### config.mk
export PLATFORM = sky130hd
export DESIGN_NAME = descriptive_statistics_engine_top
export DESIGN_NICKNAME = d
export VERILOG_FILES = /design/src/rtl/dse_pkg.sv /design/src/rtl/dse_alu.sv /design/src/rtl/descriptive_statistics_engine_top.sv
export SDC_FILE = /design/constraint.sdc
export NUM_CORES = 2
export LEC_CHECK = 0
export BUFFER_PORTS_ARGS = -buffer_cell sky130_fd_sc_hd__buf_2
export CORE_AREA = 2 2 411 413
export CTS_BUF_LIST = sky130_fd_sc_hd__clkbuf_4 sky130_fd_sc_hd__clkbuf_8
export DETAILED_ROUTE_END_ITERATION = 16
export DIE_AREA = 0 0 413 415
export HOLD_SLACK_MARGIN = 0.15
export SLEW_MARGIN = 20
export SYNTH_ARGS = -nofsm -noshare
export SYNTH_HDL_FRONTEND = slang
export SYNTH_HIERARCHICAL = 1
export SYNTH_SLANG_ARGS = --single-unit
### constraint.sdc
create_clock -name clk -period 8.7 [get_ports clk]
set_input_delay 1.74 -clock clk [delete_from_list [all_inputs] [get_ports clk]]
set_output_delay 1.74 -clock clk [all_outputs]
set_load 0.005 [all_outputs]
### src/rtl/dse_pkg.sv
// Types, widths and constants of the descriptive statistics engine.
package dse_pkg;

  // field and accumulator widths
  localparam int SAMPLE_W = 16;
  localparam int CNT_W    = 13;
  localparam int SUM_W    = 29;
  localparam int SQ_W     = 43;
  localparam int SQR_W    = 31;   // one sample squared
  localparam int SMAG_W   = 28;   // magnitude of the running sum
  localparam int NN_W     = 25;   // count squared
  localparam int PROD_W   = 56;   // shared unit operand width
  localparam int NUM_W    = 71;   // numerator / quotient shift register
  localparam int RAD_W    = 48;   // square root radicand
  localparam int ROOT_W   = 24;
  localparam int REM_W    = 25;
  localparam int STEP_W   = 7;
  localparam int MEAN_W   = 24;
  localparam int VAR_W    = 38;
  localparam int VAR_FRAC = 8;    // variance keeps 8 of the 16 fraction bits
  localparam int VAR_SHIFT  = 16; // d is scaled by 2^16 before the divide
  localparam int MEAN_SHIFT = 8;
  localparam int MEAN_NUM_W = SMAG_W + MEAN_SHIFT;

  // sequencer step counts
  localparam logic [STEP_W-1:0] STEPS_MUL_N   = STEP_W'(CNT_W);
  localparam logic [STEP_W-1:0] STEPS_MUL_S2  = STEP_W'(SMAG_W);
  localparam logic [STEP_W-1:0] STEPS_DIV_VAR = STEP_W'(NUM_W);
  localparam logic [STEP_W-1:0] STEPS_SQRT    = STEP_W'(ROOT_W);
  localparam logic [STEP_W-1:0] STEPS_DIV_MEAN = STEP_W'(MEAN_NUM_W);

  localparam logic [CNT_W-1:0] MAX_COUNT = 13'd4096;

  localparam logic signed [SAMPLE_W-1:0] SAMPLE_MAX = 16'sh7FFF;
  localparam logic signed [SAMPLE_W-1:0] SAMPLE_MIN = 16'sh8000;

  typedef enum logic [3:0] {
    ST_ACCUM,
    ST_DRAIN,
    ST_MUL_NN,
    ST_MUL_NSQ,
    ST_MUL_S2,
    ST_SUB_D,
    ST_DIV_VAR,
    ST_SQRT,
    ST_DIV_MEAN,
    ST_MEAN_FIX,
    ST_PUBLISH
  } dse_state_t;

  typedef struct packed {
    logic signed [SAMPLE_W-1:0] sample;
    logic                       last_sample;
  } dse_in_t;

  typedef struct packed {
    logic signed [MEAN_W-1:0]   mean_value;
    logic signed [SAMPLE_W-1:0] min_value;
    logic signed [SAMPLE_W-1:0] max_value;
    logic [VAR_W-1:0]           variance_value;
    logic [ROOT_W-1:0]          std_dev_value;
    logic [CNT_W-1:0]           sample_count;
    logic                       count_overflow;
  } dse_out_t;

endpackage

### src/rtl/dse_alu.sv
// Shared adder/subtractor used by the arithmetic steps of the result sequencer.
module dse_alu import dse_pkg::*; (
  input  logic [PROD_W-1:0] a,
  input  logic [PROD_W-1:0] b,
  input  logic              sub,
  output logic [PROD_W:0]   res   // top bit: carry on add, borrow on subtract
);

  always_comb begin
    if (sub) begin
      res = {1'b0, a} - {1'b0, b};
    end else begin
      res = {1'b0, a} + {1'b0, b};
    end
  end

endmodule

### src/rtl/descriptive_statistics_engine_top.sv
// Top level of the descriptive statistics engine: accumulators and result sequencer.
//
// Samples arrive on the in_ channel (valid/ready), one request per sample, the
// final sample of an array marked by last_sample. While an array streams in,
// in_ready stays high and one sample is taken every cycle.
// On the marked sample the block drops in_ready and runs its sequencer: one
// shared 56-bit adder/subtractor does shift-add multiplies (count squared,
// count times sum of squares, sum squared), a restoring divide for the
// variance, a digit-by-digit square root and a restoring divide for the mean.
// The result request appears on out_ once the sequencer has run its steps in
// order: drain, the three multiplies, the subtract, the variance divide, the
// square root, the mean divide, the mean fix-up and the publish step.
// The result sits in an output register; samples of the next array are taken
// while it waits. If the receiver stalls until the next array closes, the
// sequencer holds its finished result until the output register frees up.
// Samples beyond MAX_COUNT are discarded and reported in count_overflow.
// Reset (rst_n low, synchronous) clears the accumulators and the output valid.
module descriptive_statistics_engine_top import dse_pkg::*; (
  input  logic     clk,
  input  logic     rst_n,
  input  logic     in_valid,
  output logic     in_ready,
  input  dse_in_t  in_data,
  output logic     out_valid,
  input  logic     out_ready,
  output dse_out_t out_data
);

  dse_state_t state_r, state_nxt;

  // accumulators
  logic signed [SUM_W-1:0]    acc_sum_r, acc_sum_nxt;
  logic [SQ_W-1:0]            acc_sq_r, acc_sq_nxt;
  logic signed [SAMPLE_W-1:0] min_r, min_nxt;
  logic signed [SAMPLE_W-1:0] max_r, max_nxt;
  logic [CNT_W-1:0]           cnt_r, cnt_nxt;
  logic                       drop_r, drop_nxt;
  logic [SQR_W-1:0]           sq_r, sq_nxt;
  logic                       sq_pend_r, sq_pend_nxt;

  // sequencer working registers
  logic [STEP_W-1:0]  step_r, step_nxt;
  logic [SMAG_W-1:0]  smag_r, smag_nxt;
  logic [SMAG_W-1:0]  mlr_r, mlr_nxt;
  logic [SQ_W-1:0]    mcd_r, mcd_nxt;
  logic [PROD_W-1:0]  prod_r, prod_nxt;
  logic [NN_W-1:0]    nn_r, nn_nxt;
  logic [PROD_W-1:0]  nsq_r, nsq_nxt;
  logic [NUM_W-1:0]   num_r, num_nxt;
  logic [NN_W-1:0]    den_r, den_nxt;
  logic [REM_W-1:0]   rem_r, rem_nxt;
  logic [ROOT_W-1:0]  root_r, root_nxt;
  logic [MEAN_W-1:0]  res_mean_r, res_mean_nxt;
  logic [VAR_W-1:0]   res_var_r, res_var_nxt;
  logic [ROOT_W-1:0]  res_sd_r, res_sd_nxt;

  // output register
  logic     out_valid_r, out_valid_nxt;
  dse_out_t out_r, out_nxt;

  // shared unit
  logic [PROD_W-1:0] alu_a, alu_b;
  logic              alu_sub;
  logic [PROD_W:0]   alu_res;
  logic              alu_ok;

  logic in_fire;

  assign in_ready  = (state_r == ST_ACCUM);
  assign in_fire   = in_valid && in_ready;
  assign out_valid = out_valid_r;
  assign out_data  = out_r;
  assign alu_ok    = !alu_res[PROD_W];

  dse_alu u_alu (
    .a   (alu_a),
    .b   (alu_b),
    .sub (alu_sub),
    .res (alu_res)
  );

  // operand select for the shared unit
  always_comb begin
    alu_a   = '0;
    alu_b   = '0;
    alu_sub = 1'b0;
    unique case (state_r)
      ST_DRAIN: begin
        // negate the sum for its magnitude
        alu_b   = {{(PROD_W-SUM_W){acc_sum_r[SUM_W-1]}}, acc_sum_r};
        alu_sub = 1'b1;
      end
      ST_MUL_NN, ST_MUL_NSQ, ST_MUL_S2: begin
        alu_a = {prod_r[PROD_W-2:0], 1'b0};
        alu_b = mlr_r[SMAG_W-1] ? {{(PROD_W-SQ_W){1'b0}}, mcd_r} : '0;
      end
      ST_SUB_D: begin
        alu_a   = nsq_r;
        alu_b   = prod_r;
        alu_sub = 1'b1;
      end
      ST_DIV_VAR, ST_DIV_MEAN: begin
        alu_a   = {{(PROD_W-REM_W-1){1'b0}}, rem_r, num_r[NUM_W-1]};
        alu_b   = {{(PROD_W-NN_W){1'b0}}, den_r};
        alu_sub = 1'b1;
      end
      ST_SQRT: begin
        alu_a   = {{(PROD_W-REM_W-2){1'b0}}, rem_r, num_r[NUM_W-1 -: 2]};
        alu_b   = {{(PROD_W-ROOT_W-2){1'b0}}, root_r, 2'b01};
        alu_sub = 1'b1;
      end
      ST_MEAN_FIX: begin
        alu_b   = num_r[PROD_W-1:0];
        alu_sub = 1'b1;
      end
      default: begin
        alu_sub = 1'b0;
      end
    endcase
  end

  // next state, accumulators and sequencer datapath
  always_comb begin
    logic signed [2*SAMPLE_W-1:0] sq_full;
    logic [NUM_W-1:0]             v16;
    logic [RAD_W-1:0]             rad;
    logic [MEAN_NUM_W-1:0]        q_mean;
    logic                         last_step;

    state_nxt     = state_r;
    acc_sum_nxt   = acc_sum_r;
    acc_sq_nxt    = acc_sq_r;
    min_nxt       = min_r;
    max_nxt       = max_r;
    cnt_nxt       = cnt_r;
    drop_nxt      = drop_r;
    sq_nxt        = sq_r;
    sq_pend_nxt   = 1'b0;
    step_nxt      = step_r;
    smag_nxt      = smag_r;
    mlr_nxt       = mlr_r;
    mcd_nxt       = mcd_r;
    prod_nxt      = prod_r;
    nn_nxt        = nn_r;
    nsq_nxt       = nsq_r;
    num_nxt       = num_r;
    den_nxt       = den_r;
    rem_nxt       = rem_r;
    root_nxt      = root_r;
    res_mean_nxt  = res_mean_r;
    res_var_nxt   = res_var_r;
    res_sd_nxt    = res_sd_r;
    out_valid_nxt = out_valid_r;
    out_nxt       = out_r;

    sq_full   = in_data.sample * in_data.sample;
    v16       = '0;
    rad       = '0;
    q_mean    = num_r[MEAN_NUM_W-1:0];
    last_step = (step_r == STEP_W'(1));

    if (out_valid_r && out_ready) begin
      out_valid_nxt = 1'b0;
    end

    // square from the previous sample is registered and lands in the following cycle
    if (sq_pend_r) begin
      acc_sq_nxt = acc_sq_r + SQ_W'(sq_r);
    end

    unique case (state_r)
      ST_ACCUM: begin
        if (in_fire) begin
          if (cnt_r < MAX_COUNT) begin
            acc_sum_nxt = acc_sum_r + SUM_W'(in_data.sample);
            if (in_data.sample < min_r) min_nxt = in_data.sample;
            if (in_data.sample > max_r) max_nxt = in_data.sample;
            cnt_nxt     = cnt_r + 1'b1;
            sq_nxt      = sq_full[SQR_W-1:0];
            sq_pend_nxt = 1'b1;
          end else begin
            drop_nxt = 1'b1;
          end
          if (in_data.last_sample) begin
            state_nxt = ST_DRAIN;
          end
        end
      end

      ST_DRAIN: begin
        smag_nxt  = acc_sum_r[SUM_W-1] ? alu_res[SMAG_W-1:0] : acc_sum_r[SMAG_W-1:0];
        mcd_nxt   = {{(SQ_W-CNT_W){1'b0}}, cnt_r};
        mlr_nxt   = {cnt_r, {(SMAG_W-CNT_W){1'b0}}};
        prod_nxt  = '0;
        step_nxt  = STEPS_MUL_N;
        state_nxt = ST_MUL_NN;
      end

      ST_MUL_NN, ST_MUL_NSQ, ST_MUL_S2: begin
        prod_nxt = alu_res[PROD_W-1:0];
        mlr_nxt  = {mlr_r[SMAG_W-2:0], 1'b0};
        step_nxt = step_r - 1'b1;
        if (last_step) begin
          prod_nxt = '0;
          priority case (state_r)
            ST_MUL_NN: begin
              nn_nxt    = alu_res[NN_W-1:0];
              mcd_nxt   = acc_sq_r;
              mlr_nxt   = {cnt_r, {(SMAG_W-CNT_W){1'b0}}};
              step_nxt  = STEPS_MUL_N;
              state_nxt = ST_MUL_NSQ;
            end
            ST_MUL_NSQ: begin
              nsq_nxt   = alu_res[PROD_W-1:0];
              mcd_nxt   = {{(SQ_W-SMAG_W){1'b0}}, smag_r};
              mlr_nxt   = smag_r;
              step_nxt  = STEPS_MUL_S2;
              state_nxt = ST_MUL_S2;
            end
            default: begin
              prod_nxt  = alu_res[PROD_W-1:0];
              state_nxt = ST_SUB_D;
            end
          endcase
        end
      end

      ST_SUB_D: begin
        // d = n * sumsq - sum^2, scaled by 2^16 for the variance divide
        num_nxt   = {alu_res[NUM_W-VAR_SHIFT-1:0], {VAR_SHIFT{1'b0}}};
        rem_nxt   = '0;
        den_nxt   = nn_r;
        step_nxt  = STEPS_DIV_VAR;
        state_nxt = ST_DIV_VAR;
      end

      ST_DIV_VAR, ST_DIV_MEAN: begin
        num_nxt  = {num_r[NUM_W-2:0], alu_ok};
        rem_nxt  = alu_ok ? alu_res[REM_W-1:0] : {rem_r[REM_W-2:0], num_r[NUM_W-1]};
        step_nxt = step_r - 1'b1;
        if (last_step) begin
          if (state_r == ST_DIV_VAR) begin
            v16 = {num_r[NUM_W-2:0], alu_ok};
            // saturate both results on an oversized quotient
            res_var_nxt = (|v16[NUM_W-1:VAR_W+VAR_FRAC]) ? '1 :
                          v16[VAR_W+VAR_FRAC-1:VAR_FRAC];
            rad         = (|v16[NUM_W-1:RAD_W]) ? '1 : v16[RAD_W-1:0];
            num_nxt     = {rad, {(NUM_W-RAD_W){1'b0}}};
            rem_nxt     = '0;
            root_nxt    = '0;
            step_nxt    = STEPS_SQRT;
            state_nxt   = ST_SQRT;
          end else begin
            state_nxt = ST_MEAN_FIX;
          end
        end
      end

      ST_SQRT: begin
        num_nxt  = {num_r[NUM_W-3:0], 2'b00};
        rem_nxt  = alu_ok ? alu_res[REM_W-1:0] : {rem_r[REM_W-3:0], num_r[NUM_W-1 -: 2]};
        root_nxt = {root_r[ROOT_W-2:0], alu_ok};
        step_nxt = step_r - 1'b1;
        if (last_step) begin
          res_sd_nxt = {root_r[ROOT_W-2:0], alu_ok};
          // mean numerator |sum| * 256, left-aligned
          num_nxt    = {smag_r, {MEAN_SHIFT{1'b0}}, {(NUM_W-MEAN_NUM_W){1'b0}}};
          rem_nxt    = '0;
          den_nxt    = {{(NN_W-CNT_W){1'b0}}, cnt_r};
          step_nxt   = STEPS_DIV_MEAN;
          state_nxt  = ST_DIV_MEAN;
        end
      end

      ST_MEAN_FIX: begin
        // floor for negative sums: -(q + 1) = ~q when a remainder is left
        priority if (!acc_sum_r[SUM_W-1]) begin
          res_mean_nxt = q_mean[MEAN_W-1:0];
        end else if (rem_r != '0) begin
          res_mean_nxt = ~q_mean[MEAN_W-1:0];
        end else begin
          res_mean_nxt = alu_res[MEAN_W-1:0];
        end
        state_nxt = ST_PUBLISH;
      end

      ST_PUBLISH: begin
        if (!out_valid_r || out_ready) begin
          out_valid_nxt = 1'b1;
          if (cnt_r == '0) begin
            out_nxt = '0;
          end else begin
            out_nxt.mean_value     = res_mean_r;
            out_nxt.min_value      = min_r;
            out_nxt.max_value      = max_r;
            out_nxt.variance_value = res_var_r;
            out_nxt.std_dev_value  = res_sd_r;
            out_nxt.sample_count   = cnt_r;
          end
          out_nxt.count_overflow = drop_r;
          acc_sum_nxt = '0;
          acc_sq_nxt  = '0;
          min_nxt     = SAMPLE_MAX;
          max_nxt     = SAMPLE_MIN;
          cnt_nxt     = '0;
          drop_nxt    = 1'b0;
          state_nxt   = ST_ACCUM;
        end
      end

      default: begin
        state_nxt = ST_ACCUM;
      end
    endcase
  end

  // control and accumulator registers
  always_ff @(posedge clk) begin
    if (!rst_n) begin
      state_r     <= ST_ACCUM;
      acc_sum_r   <= '0;
      acc_sq_r    <= '0;
      min_r       <= SAMPLE_MAX;
      max_r       <= SAMPLE_MIN;
      cnt_r       <= '0;
      drop_r      <= 1'b0;
      sq_pend_r   <= 1'b0;
      out_valid_r <= 1'b0;
    end else begin
      state_r     <= state_nxt;
      acc_sum_r   <= acc_sum_nxt;
      acc_sq_r    <= acc_sq_nxt;
      min_r       <= min_nxt;
      max_r       <= max_nxt;
      cnt_r       <= cnt_nxt;
      drop_r      <= drop_nxt;
      sq_pend_r   <= sq_pend_nxt;
      out_valid_r <= out_valid_nxt;
    end
  end

  // datapath registers
  always_ff @(posedge clk) begin
    sq_r       <= sq_nxt;
    step_r     <= step_nxt;
    smag_r     <= smag_nxt;
    mlr_r      <= mlr_nxt;
    mcd_r      <= mcd_nxt;
    prod_r     <= prod_nxt;
    nn_r       <= nn_nxt;
    nsq_r      <= nsq_nxt;
    num_r      <= num_nxt;
    den_r      <= den_nxt;
    rem_r      <= rem_nxt;
    root_r     <= root_nxt;
    res_mean_r <= res_mean_nxt;
    res_var_r  <= res_var_nxt;
    res_sd_r   <= res_sd_nxt;
    out_r      <= out_nxt;
  end

endmodule

======== Word-level counts from Yosys, hierarchy flattened ========
Index checks and enable logic that the tools add are counted.
operators by class
  add/subtract/negate cells ............... 6
  multiply operators ...................... 1
  order comparisons ....................... 3
  equal/unequal tests ..................... 23
  muxes and demuxes ....................... 77
  bitwise logic cells ..................... 1
  reduce and logical (&&, ||, !) cells .... 35
operators with widths
  cell                                 count
  one-hot mux 56 bit (6 select lines)  1
  one-hot mux 56 bit (4 select lines)  1
  two-way mux 43 bit                   5
  two-way mux 71 bit                   3
  one-hot mux 71 bit (3 select lines)  1
  one-hot mux 43 bit (2 select lines)  2
  two-way mux 25 bit                   6
  two-way mux 16 bit                   8
  two-way mux 56 bit                   2
  one-hot mux 28 bit (2 select lines)  2
  one-hot mux 56 bit (2 select lines)  1
  two-way mux 24 bit                   4
  two-way mux 29 bit                   3
  one-hot mux 25 bit (3 select lines)  1
  one-hot mux 16 bit (2 select lines)  2
  one-hot mux 29 bit (2 select lines)  1
  adder 56 x 56 -> 57 bit              1
  two-way mux 57 bit                   1
  subtractor 56 x 56 -> 57 bit         1
  two-way mux 28 bit                   2
  one-hot mux 25 bit (2 select lines)  1
  two-way mux 48 bit                   1
  one-hot mux 24 bit (2 select lines)  1
  adder 43 x 31 -> 43 bit              1
  other kinds (45)                     94
storage, ports and cells
  register bits after elaboration ......... 761
  input port bits ......................... 21

======== Depth between registers and ports, before layout ========
  depth in word-level cells ............... 10
  mapped depth ............................ 33
  mapped depth without buffers ............ 27

======== Cells and area by module ========
Netlist, hierarchy kept.
modules (own cells, without submodules)
  module                             times used  cells an instance  area each (µm²)  sequential area each (µm²)
  descriptive_statistics_engine_top  1           4,169              45,008.2         21,580.7
  dse_alu                            1           716                4,722.0          0.0

======== Worst setup path before layout ========
OpenSTA, ideal clock, no wires.
  path type ............................... input -> register
  start ................................... input port in_data[5] (netlist bit)
  end ..................................... register sq_r[27] (data pin)
  setup time .............................. 0.266 ns
  arrival time ............................ 7.407 ns
  required time ........................... 8.434 ns
  path slack .............................. 1.027 ns
  cell stages on the path ................. 21
  buffers on the path ..................... 2
  path through ............................ clkbuf_1 -> clkbuf_1 -> nand2_1 -> fa_1 -> fa_1 -> fa_1 -> inv_1 -> fa_1 -> fa_1 -> inv_1 -> fa_1 -> inv_1 -> ha_1 -> a21o_1 -> a21oi_1 -> o31ai_1 -> a221oi_2 -> o211ai_1 -> a2111oi_0 -> nor3_1 -> xor2_1
between the ends
  longest elaborated chain between the ends .. 1
ends and longest elaborated chain
  element                       line                                      RTL
  start: declaration            descriptive_statistics_engine_top.sv:23   input dse_in_t in_data,
  multiplier 16 x 16 -> 31 bit  descriptive_statistics_engine_top.sv:156  sq_full = in_data.sample * in_data.sample;
  end signal: assignment        descriptive_statistics_engine_top.sv:344  sq_r <= sq_nxt;
  end: declaration              descriptive_statistics_engine_top.sv:38   logic [SQR_W-1:0] sq_r, sq_nxt;
No other way between the ends.
A chain may end at the register's enable or synchronous reset.

======== Worst setup path in the final report ========
  start ................................... register state_r[2]
  end ..................................... register rem_r[16] (data pin)
between the ends
  longest elaborated chain between the ends .. 9
ends and longest elaborated chain
  element                                                                  line                                      RTL
  start: declaration                                                       descriptive_statistics_engine_top.sv:29   dse_state_t state_r, state_nxt;
  start signal: assignment                                                 descriptive_statistics_engine_top.sv:330  state_r <= state_nxt;
  equality test 4 x 2 -> 1 bit, or another cell as far along               descriptive_statistics_engine_top.sv:87   unique case (state_r)
  OR reduction 3 bit or OR reduction 2 bit (tied branches)                 descriptive_statistics_engine_top.sv:87
  one-hot mux 56 bit (6 select lines) *                                    descriptive_statistics_engine_top.sv:87
  named net alu_b[4]                                                       descriptive_statistics_engine_top.sv:62   logic [PROD_W-1:0] alu_a, alu_b;
  adder 56 x 56 -> 57 bit or subtractor 56 x 56 -> 57 bit (tied branches)  dse_alu.sv:13, dse_alu.sv:11
  two-way mux 57 bit *                                                     dse_alu.sv:10                             if (sub) begin
  named net alu_res[56]                                                    descriptive_statistics_engine_top.sv:64   logic [PROD_W:0] alu_res;
  two-way mux 25 bit                                                       descriptive_statistics_engine_top.sv:239  rem_nxt = alu_ok ? alu_res[REM_W-1:0] : {rem_r[REM_W-2:0], num_r[NUM_W-1]};
  two-way mux 25 bit                                                       descriptive_statistics_engine_top.sv:242  if (state_r == ST_DIV_VAR) begin
  two-way mux 25 bit                                                       descriptive_statistics_engine_top.sv:241  if (last_step) begin
  one-hot mux 25 bit (3 select lines) *                                    descriptive_statistics_engine_top.sv:171  unique case (state_r)
  named net rem_nxt[16]                                                    descriptive_statistics_engine_top.sv:51   logic [REM_W-1:0] rem_r, rem_nxt;
  end signal: assignment                                                   descriptive_statistics_engine_top.sv:354  rem_r <= rem_nxt;
  end: declaration                                                         descriptive_statistics_engine_top.sv:51
Mark *: on every way through the listed nets, which the timed path passes. The rest lies on a longest branch.

==> results.md <==
- Drt drc: 0
- CTS tree: done
- Synth Flop Type: edfxtp_1
- Min cycle time layout: 8118 ps
- Distinct cells, synth: 95
- Via count: 38.78k
- Wire length per cell: 21.72 um
- Root Buffer: clkbuf_8
- Post-synth top area cell: edfxtp_1
- CTS Hold Buffers Added: 0
- Mux cell area share after synthesis: 0.02300
- Synth area leaders: edfxtp_1, fa_1, ha_1
- Antenna violations before repair: 5
- Deepest clock path buffer count: 3
- Hold path endpoint: res_sd_r[10]$_DFFE_PP_
- Complex-gate fraction of the synthesized area: 0.1531
- Peak Freq: 123.2 MHz
- Number of vias per cell: 5.299
- Crit path capture type: register
- Critical path's slowest cell: dfxtp_1
- Row cnt: 150
- Async SR Flop Fraction: 0
- Final setup fails: 0
- Outcome: finished clean
- Final core occ: 0.3363
- RSZ-0062 raised after global routing: false
- Max_slew headroom: 0.2222
- Antenna Nets Post-Route: 0
- Mapped Avg Cell Area: 10.18 um^2
- Hold Startpoint: root_r[9]$_SDFFCE_PN0P_
- Setup repair bufs after CTS: 0
- Largest family of logic cells by synthesized area: adder cells
- Post-synthesis xor/xnor area fraction: 0.03610
- Share of cells above drive strength 1: 0.1199
- Max-cap check violation count: 0
- Ys Warns: 6
- Worst path arrival time: 8820 ps
- Largest net degree at the start of global routing: 89
- Routed wire length: 159000 um
- Worst Setup Path Type: reg -> reg
- Reg-to-Reg Start: state_r[2]$_SDFFE_PN0P_
- I/O Pins: 155
- Final Cell Area: 56040 um^2
- Drt first pass iters: 10
- Hold Path Class: reg -> reg
- Share of the synthesized area in the top cell type: 0.3840
- CTS Sinks: 760
- Critical Path Max Stage Delay: 740 ps
- TritonCTS Buffers: 136
- Vias in the first global route: 37.76k
- Hold path cells: 0
- Global-route wire length before repair: 238300 um
- Post-synthesis sequential area ratio: 0.4340
- Slew Limit Fails: 0
- Port Buf Inserts: 154
- R2R Path End: rem_r[16]$_DFFE_PP_
- Dpl cell area: 53170 um^2
- Final setup TNS: 0 ps
- Total gr overflow: 0
- Area Growth Syn to Fin: 12.69%
- Hold violation total from the final report: 0
- R2R cell count: 26
- Core footprint: 166700 um^2
- Post-synth EDFFs: 636
- Initial Util: 0.2984
- Die area: 171400 um^2
- CP required: 9400 ps
- CP max FO: 34
- Syn Nets: 5376
- Synth Area in Simple Gates: 0.1442
- Overall global routing resource usage: 0.1824
- Yosys reg bits: 760
- Final HPWL DP: 117600 um
- Synth Area in Adders: 0.1537
- CTS H-tree lvls: 4
- Final period utilization: 0.9331
- Die Height: 415 um
- Resize count post-CTS: 0
- Final clock skew: 67.59 ps
- Worst-Skew Late Latency: 900 ps
- RePlAce Congestion: 0.9532
- Mapped Area: 49730 um^2
- Crit path launch type: register
- Clock transition at path regs: 60 ps
- Die width: 413 um
- Reg2reg setup slack: 580 ps
- Starting DRT DRC Count: 4514
- Final net count: 5490
- Worst slew pin tran: 1158 ps
- Cells after Synth: 4885
per-stage QoR:
step                      instances  hold slack, ps  setup WS [ps]
after floorplan                4885           408.1           1027
after global placement         7065           426.5          645.5
after detailed placement       7065           425.3          555.6
after CTS                      7315           441.6          959.9
after global routing           7315           459.8          257.6
final                          7318           440.5          581.9
layout by cell type (no fill, tap or decap), types with 52 or more instances in the layout:
master,synthesis,layout
edfxtp_1,636,636
nand2_1,534,533
inv_1,443,441
a21oi_1,325,323
nor2_1,283,275
fa_1,235,235
ha_1,235,235
and2_1,221,220
o21ai_0,203,200
buf_2,23,154
xnor2_1,145,144
clkbuf_8,0,142
dfxtp_1,124,123
buf_4,1,103
nand3_1,85,83
a21o_1,80,80
a31oi_1,73,73
nor3_1,66,65
nand2b_1,63,63
a22oi_1,61,61
xor2_1,60,60
a22o_1,58,58
mux2i_1,58,58
and3_1,55,53
a222oi_1,52,52
cells by family (layout without fill, tap and decap cells):
family | count (synthesis) | in the layout
AOI/OAI and AO/OA | 1135 | 1135
adders and majority gates | 470 | 470
DFF | 760 | 760
other | 0 | 3
xor gates and xnor gates | 205 | 205
buffers and inverters | 730 | 956
muxes | 108 | 108
and+or+nand+nor | 1477 | 1477
synthesized netlist by cell type, types with 8 or more instances:
library cell  instances
a211o_1              20
a211oi_1             21
a21boi_0             14
a21o_1               80
a21oi_1             325
a221o_1              38
a221oi_1             41
a222oi_1             52
a22o_1               58
a22oi_1              61
a31oi_1              73
and2_1              221
and3_1               55
buf_1                14
buf_2                23
clkbuf_1            243
dfxtp_1             124
edfxtp_1            636
fa_1                235
ha_1                235
inv_1               443
mux2_2               50
mux2i_1              58
nand2_1             534
nand2b_1             63
nand3_1              85
nand4_1              37
nor2_1              283
nor2b_1              33
nor3_1               66
nor4_1               28
o211ai_1             25
o21a_1               24
o21ai_0             203
o21bai_1             22
or2_2                 8
or3_1                18
xnor2_1             145
xor2_1               60
final cells by class:
type / instances / area, um^2
Sequential cell: 760 / 21580
Fill cell: 16877 / 110600
Inverter: 447 / 1684
Multi-Input combinational cell: 3395 / 25570
Antenna cell: 3 / 7.507
Clock buffer: 175 / 2202
Tap cell: 2204 / 2758
Timing Repair Buffer: 259 / 1584
Clock inverter: 75 / 656.9
critical path: cells and delay by family, from the launching register on:
kind / cells / cell delay, ps
xor+xnor: 1 / 230
simple gates: 11 / 3280
buf+inv: 2 / 590
flops: 1 / 740
compound gates: 11 / 2640
fa+ha+maj: 1 / 400
routing by layer:
metal | wire length (um) | part of all wire | track usage | up-vias
met1 | 67420 | 0.42 | 0.2481 | 19140
li1 | - | - | - | 17605
met2 | 72800 | 0.46 | 0.2899 | 1735
met3 | 12960 | 0.082 | 0.03126 | 301
met5 | 0 | 0 | 0 | -
met4 | 5779 | 0.036 | 0.06576 | 0
how the worst max path moves through the flow:
stage | startpoint | to | slack, ps | cells past startpoint
4_1_cts | state_r[2]$_SDFFE_PN0P_ | rem_r[22]$_DFFE_PP_ | 960 | 26
3_5_place_dp | in_data[5] | sq_r[27]$_DFFE_PP_ | 560 | 21
5_1_grt | state_r[2]$_SDFFE_PN0P_ | rem_r[13]$_DFFE_PP_ | 260 | 26
2_1_floorplan | in_data[5] | sq_r[27]$_DFFE_PP_ | 1030 | 21
3_3_place_gp | in_data[4] | sq_r[30]$_DFFE_PP_ | 650 | 23
6_report | state_r[2]$_SDFFE_PN0P_ | rem_r[16]$_DFFE_PP_ | 580 | 26
flip-flops by register name, indices dropped and copies added, names as in the netlist, 30 cells and up:
| register | flops |
|---|---|
| acc_sq_r | 43 |
| num_r | 71 |
| sq_r | 30 |
| nsq_r | 56 |
| prod_r | 56 |
| out_data | 132 |
| res_var_r | 38 |
| mcd_r | 43 |
Power is left out: the tool's default activity adds up to more than one toggle a clock period on the data nets, which glitch-free logic cannot reach.
